**src/hw/rtl/lge_pkg.sv**
```systemverilog
`default_nettype none

package lge_pkg;

  localparam int MAX_SIDE_DEF = 128;
  localparam int SIDE_RESET   = 100;
  localparam int CFG_W        = 8;
  localparam int COORD_W      = 7;
  localparam int LIVE_W       = 15;
  localparam int GEN_W        = 32;

  typedef enum logic [1:0] {
    FUNC_TOGGLE  = 2'd0,
    FUNC_ADVANCE = 2'd1,
    FUNC_READ    = 2'd2,
    FUNC_CLEAR   = 2'd3
  } func_t;

  typedef struct packed {
    func_t              func;
    logic [COORD_W-1:0] cell_col;
    logic [COORD_W-1:0] cell_row;
  } in_item_t;

  typedef struct packed {
    logic              cell_alive;
    logic [LIVE_W-1:0] live_count;
    logic [GEN_W-1:0]  generation_count;
  } out_item_t;

  // Commands from the controller to the datapath.
  typedef struct packed {
    logic accept;
    logic clr_init;
    logic clr_step;
    logic cell_rd;
    logic cell_upd;
    logic gen_start;
    logic gen_cur;
    logic gen_load;
    logic gen_col;
    logic gen_write;
    logic gen_finish;
    logic report;
  } cmd_t;

  // Status from the datapath to the controller.
  typedef struct packed {
    logic clr_last;
    logic row_last;
    logic col_last;
    logic side_zero;
  } stat_t;

endpackage

`default_nettype wire

```
**src/hw/rtl/lge_ctrl.sv**
```systemverilog
`default_nettype none

module lge_ctrl (
  input  wire logic          clk,
  input  wire logic          rst_n,
  input  wire logic          start,
  input  wire lge_pkg::func_t in_func,
  input  wire logic          cfg_we,
  input  wire lge_pkg::stat_t stat,
  output lge_pkg::cmd_t      cmd,
  output logic               busy
);

  import lge_pkg::*;

  typedef enum logic [3:0] {
    S_CLEAR,
    S_IDLE,
    S_CELL_RD,
    S_CELL_UPD,
    S_GEN_START,
    S_GEN_CUR,
    S_GEN_LOAD,
    S_GEN_COL,
    S_GEN_WR,
    S_GEN_DONE,
    S_REPORT
  } state_t;

  state_t state_r, state_nxt;
  logic   report_r, report_nxt;

  always_comb begin
    state_nxt  = state_r;
    report_nxt = report_r;
    cmd        = '0;
    unique case (state_r)
      S_CLEAR: begin
        if (cfg_we) begin
          // A new side during the sweep restarts it and drops any pending report.
          cmd.clr_init = 1'b1;
          report_nxt   = 1'b0;
        end else begin
          cmd.clr_step = 1'b1;
          if (stat.clr_last) begin
            state_nxt = report_r ? S_REPORT : S_IDLE;
          end
        end
      end
      S_IDLE: begin
        if (cfg_we) begin
          cmd.clr_init = 1'b1;
          report_nxt   = 1'b0;
          state_nxt    = S_CLEAR;
        end else if (start) begin
          cmd.accept = 1'b1;
          unique case (in_func)
            FUNC_CLEAR: begin
              cmd.clr_init = 1'b1;
              report_nxt   = 1'b1;
              state_nxt    = S_CLEAR;
            end
            FUNC_ADVANCE: state_nxt = S_GEN_START;
            default:      state_nxt = S_CELL_RD;
          endcase
        end
      end
      S_CELL_RD: begin
        cmd.cell_rd = 1'b1;
        state_nxt   = S_CELL_UPD;
      end
      S_CELL_UPD: begin
        cmd.cell_upd = 1'b1;
        state_nxt    = S_REPORT;
      end
      S_GEN_START: begin
        if (stat.side_zero) begin
          state_nxt = S_GEN_DONE;
        end else begin
          cmd.gen_start = 1'b1;
          state_nxt     = S_GEN_CUR;
        end
      end
      S_GEN_CUR: begin
        cmd.gen_cur = 1'b1;
        state_nxt   = S_GEN_LOAD;
      end
      S_GEN_LOAD: begin
        cmd.gen_load = 1'b1;
        state_nxt    = S_GEN_COL;
      end
      S_GEN_COL: begin
        cmd.gen_col = 1'b1;
        if (stat.col_last) begin
          state_nxt = S_GEN_WR;
        end
      end
      S_GEN_WR: begin
        cmd.gen_write = 1'b1;
        state_nxt     = stat.row_last ? S_GEN_DONE : S_GEN_LOAD;
      end
      S_GEN_DONE: begin
        cmd.gen_finish = 1'b1;
        state_nxt      = S_REPORT;
      end
      S_REPORT: begin
        cmd.report = 1'b1;
        report_nxt = 1'b0;
        state_nxt  = S_IDLE;
      end
      default: state_nxt = S_IDLE;
    endcase
  end

  // A configuration write takes the idle cycle, so no item is taken with it.
  assign busy = (state_r != S_IDLE) || cfg_we;

  always_ff @(posedge clk) begin
    if (!rst_n) begin
      state_r  <= S_CLEAR;
      report_r <= 1'b0;
    end else begin
      state_r  <= state_nxt;
      report_r <= report_nxt;
    end
  end

endmodule

`default_nettype wire

```
**config.mk**
```make
export PLATFORM = sky130hd
export DESIGN_NAME = lge_ctrl
export DESIGN_NICKNAME = d
export VERILOG_FILES = /design/src/hw/rtl/lge_pkg.sv /design/src/hw/rtl/lge_ctrl.sv
export SDC_FILE = /design/constraint.sdc
export NUM_CORES = 1
export LEC_CHECK = 0
export ABC_AREA = 1
export BUFFER_PORTS_ARGS = -buffer_cell sky130_fd_sc_hd__buf_4
export CORE_MARGIN = 3
export CORE_UTILIZATION = 30
export DETAILED_ROUTE_END_ITERATION = 10
export GPL_TIMING_DRIVEN = 0
export PLACE_DENSITY_LB_ADDON = 0.15
export SLEW_MARGIN = 20
export SYNTH_ARGS = -nofsm -noshare
export SYNTH_HDL_FRONTEND = slang
export SYNTH_SLANG_ARGS = --single-unit
```
**constraint.sdc**
```tcl
create_clock -name clk -period 3.1 [get_ports clk]
set_clock_uncertainty 0.15 [all_clocks]
set_input_delay 0.465 -clock clk [delete_from_list [all_inputs] [get_ports clk]]
set_output_delay 0.465 -clock clk [all_outputs]
set_load 0.01 [all_outputs]
```
# ---- After elaboration in Yosys (flattened, before gate mapping)
# Index checks and enable logic that the tools add are counted.
dict set report totals {
  regBits 5
  latchBits 0
  ram_bits 0
  rom_bits 0
  inputBits 10
  output_inout_bits 13
  elab_cells 61
  memories 0
}
dict set report classes {
  n_addsub 0
  n_mul 0
  n_div 0
  n_lt_le_gt_ge 0
  eq_ne 19
  n_shift 0
  n_mux 34
  n_bitwise 0
  n_reduce_logical 6
}
# op count
set ops {}
lappend ops {{$pmux 4 s9} 1}
lappend ops {{$mux 4} 8}
lappend ops {{$mux 1} 21}
lappend ops {{$eq 4x3->1 const B} 4}
lappend ops {{$eq 4x4->1 const B} 3}
lappend ops {{$eq 4x2->1 const B} 2}
lappend ops {{$ne 2x2->1 const B} 4}
lappend ops {{$reduce_and 4->1} 2}
lappend ops {{$ne 3x3->1 const B} 2}
lappend ops {{$pmux 3 s2} 1}
lappend ops {{$eq 4x1->1 const B} 1}
lappend ops {{$logic_not 4->1} 1}
lappend ops {{$ne 4x1->1 const B} 1}
lappend ops {{$pmux 1 s3} 1}
lappend ops {{$reduce_bool 3->1} 1}
lappend ops {{$eq 2x1->1 const B} 1}
lappend ops {{$eq 2x2->1 const B} 1}
lappend ops {{$mux 2} 1}
lappend ops {{$pmux 1 s2} 1}
lappend ops {{$reduce_or 2->1} 1}
lappend ops {{$logic_or 1x1->1} 1}

# ---- Depth between registers and ports, before layout
dict set report depth {
  word_depth 5
  mapped_depth 10
  depth_no_buf 10
}

# ---- Worst setup path before layout
# OpenSTA, ideal clock, no wires.
dict set report synth_timing {
  path_type {reg2out}
  startpoint {register state_r[0]}
  endpoint {output port cmd[10] in the netlist's numbering}
  arrival_ns 1.136
  required_ns 2.485
  slack_ns 1.349
  stages_incl_launch_ff 5
  n_path_buf 0
  cell_sequence {dfxtp_1 > inv_2 > nor2_2 > nand2_2 > a221oi_1}
}
# item line_no
set synth_rtl {}
lappend synth_rtl {{start, declared} lge_ctrl.sv:30} ;# state_t state_r, state_nxt;
lappend synth_rtl {{start signal, assigned} lge_ctrl.sv:123} ;# state_r <= state_nxt;
lappend synth_rtl {{end, declared} lge_ctrl.sv:10} ;# output lge_pkg::cmd_t cmd,

==> impl_metrics.env <==
export IMPL_reg2reg_setup_slack_ns=1.59
export IMPL_worst_r2r_startpoint="state_r[0]"
export IMPL_synth_cell_area_um2=561
export IMPL_via_per_instance_ratio=4.22
export IMPL_floorplan_die_width_um=49.2
export IMPL_slew_headroom_pct=80.6
export IMPL_power_ir_vdd_worst_v=0.000304
export IMPL_placement_cell_area_um2=756
export IMPL_min_delay_path_class="in2reg"
export IMPL_synthesis_instances=104
export IMPL_critPathKind="reg2out"
export IMPL_num_io_pins=23
export IMPL_post_synth_num_cell_types=17
export IMPL_mappedNetlistNets=114
export IMPL_cp_endpoint="cmd[10]"
export IMPL_cts_num_sinks=5
export IMPL_htree_num_levels=1
export IMPL_post_cts_hold_buffer_count=0
export IMPL_status="complete, no violations"
export IMPL_clkTransAtPathRegs_ns=0.05
export IMPL_finalHoldViolCount=0
export IMPL_setup_viol=0
export IMPL_critPathMaxFanout=6
export IMPL_overflow_left_after_global_routing=0
export IMPL_post_cts_resize_count=0
export IMPL_worstSetupEndpointType="primary output"
export IMPL_critical_path_startpoint_type="register"
export IMPL_flow_area_growth_from_synthesis_pct=39.5
export IMPL_drt_iter0_drc=9
export IMPL_pwr_density_cell_mw_per_mm2=658
export IMPL_cap_viol_max_count=0
export IMPL_gp_routability_congestion=0.854
export IMPL_clk_path_buf_depth=2
export IMPL_maxSlewViolCount=0
export IMPL_clockRootBuffer="sky130_fd_sc_hd__clkbuf_4"
export IMPL_cp_required_ns=2.48
export IMPL_post_route_cells_drive_above_1_share_pct=33.1
export IMPL_ys_seq_elements=5
export IMPL_timing_reg2reg_worst_path_depth=8
export IMPL_initial_util_pct=34.4
export IMPL_tightestPinTransition_ns=0.290
export IMPL_number_of_stages_on_the_worst_hold_path=3
export IMPL_port_buffers=22
export IMPL_first_pass_iters=4
export IMPL_post_route_min_period_ns=2.16
export IMPL_dp_hpwl_um=1200
export IMPL_rsz_0062_raised_after_global_routing="false"
export IMPL_vias_in_the_first_global_route=584
export IMPL_drc=0
export IMPL_insertedDiodeCount=0
export IMPL_cts_buffers_inserted=3
export IMPL_fp_dieH_um=49.2
export IMPL_fp_dieArea_mm2=0.00242
export IMPL_totalNegativeSetupSlack_ns=0
export IMPL_row_count=14
export IMPL_track_usage_pct=12.7
export IMPL_largest_net_degree_at_the_start_of_global_routing=7
export IMPL_wire_length_of_the_first_global_routing_pass_um=2370
export IMPL_crit_arrival_ns=1.54
export IMPL_layout_commonest_cell="sky130_fd_sc_hd__nand2_1"
export IMPL_placeable_core_region_mm2=0.00163
export IMPL_r2r_end="state_r[2]"
export IMPL_route_final_wire_length_um=1380
export IMPL_cts_post_setup_buffers_inserted=0
export IMPL_antenna_found_initial=0
export IMPL_static_leakage_power_nw=0.495
export IMPL_dr_total_vias=650
export IMPL_insertion_delay_ns=0.24
export IMPL_period_share_pct=69.7
export IMPL_detail_route_antenna_nets=0
export IMPL_synth_sequential_area_ratio_pct=17.9
export IMPL_mostFrequentLayoutCells="sky130_fd_sc_hd__nand2_1, sky130_fd_sc_hd__buf_4, sky130_fd_sc_hd__nor2_1"
export IMPL_wire_per_inst_um=8.98
export IMPL_timing_critical_path_from="state_r[0]"
export IMPL_num_nets_final=141
export IMPL_post_synth_cell_area_avg_um2=5.39
export IMPL_finalInstanceArea_um2=782
export IMPL_tritoncts="yes"
export IMPL_timing_fmax_mhz=463
export IMPL_synth_yosys_warnings=0
[critical path, stage by stage (launching register included)]
cell and delay [ns]:
sky130_fd_sc_hd__dfxtp_1 0.48, sky130_fd_sc_hd__inv_2 0.08, sky130_fd_sc_hd__nor2_2 0.16, sky130_fd_sc_hd__nand2_2 0.10, sky130_fd_sc_hd__a221oi_1 0.31, sky130_fd_sc_hd__buf_4 0.17
[registers in the layout, summed over array words and instances (netlist names)]
signal	flops
state_r	4
report_r	1
[power by group]
part / internal (mW) / total (mW) / switching [mW]
Combinational: 0.131 / 0.331 / 0.200
Clock: 0.0487 / 0.0756 / 0.0269
Sequential: 0.0809 / 0.108 / 0.0271
[metrics by stage]
step | util [%] | power [mW] | std cells | setup WS (ns) | hold WS [ns]
floorplan | - | 0.346 | 104 | 1.35 | 0.365
CTS | 48.0 | 0.522 | 154 | 0.937 | 0.316
global placement | 46.4 | 0.440 | 150 | 1.22 | 0.401
global route | 48.0 | 0.568 | 154 | 0.850 | 0.324
detailed placement | 46.4 | 0.441 | 150 | 1.20 | 0.408
finish | 48.0 | 0.515 | 154 | 0.940 | 0.322
[cell type report]
cell class,instances,area (um^2)
Fill cell,187,847
Multi-Input combinational cell,76,374
Timing Repair Buffer,22,165
Sequential cell,5,100
Inverter,23,86.3
Tap cell,24,30.0
Clock buffer,4,26.3
[kinds of logic (layout without fill, tap and decap cells)]
| kind of cell | count (synthesis) | count (layout) | synth area share (%) |
|---|---|---|---|
| flip-flops | 5 | 5 | 17.9 |
| AND/OR/NAND/NOR | 71 | 71 | 61.4 |
| buffers and inverters | 23 | 49 | 15.4 |
| AO/OA/AOI/OAI | 5 | 5 | 5.36 |
[synthesized netlist by cell type (all sizes together)]
cell type / count / share of area, %
o22ai: 1 / 1.1
or2: 1 / 1.1
clkinv: 1 / 0.67
inv: 22 / 15
a21oi: 3 / 2.7
nand3: 5 / 4.5
nand2: 39 / 31
nand3b: 1 / 1.3
a221oi: 1 / 1.6
dfxtp: 5 / 18
nand4: 1 / 1.1
nor2: 24 / 22
[routing by layer]
layer	GRT usage, %	part of all wire (%)	up-vias
li1	-	-	360
met1	15.5	47	272
met2	21.0	48	18
met3	1.83	5.9	0
met4	7.11	0	0
met5	0	0	-
[how the worst min path moves through the flow]
stage | startpoint | to
after floorplan | report_r | report_r
after global placement | report_r | report_r
after detailed placement | report_r | report_r
after CTS | rst_n | report_r
after global routing | rst_n | report_r
final | rst_n | report_r
Note: power is estimated with default switching activity, not from simulation.
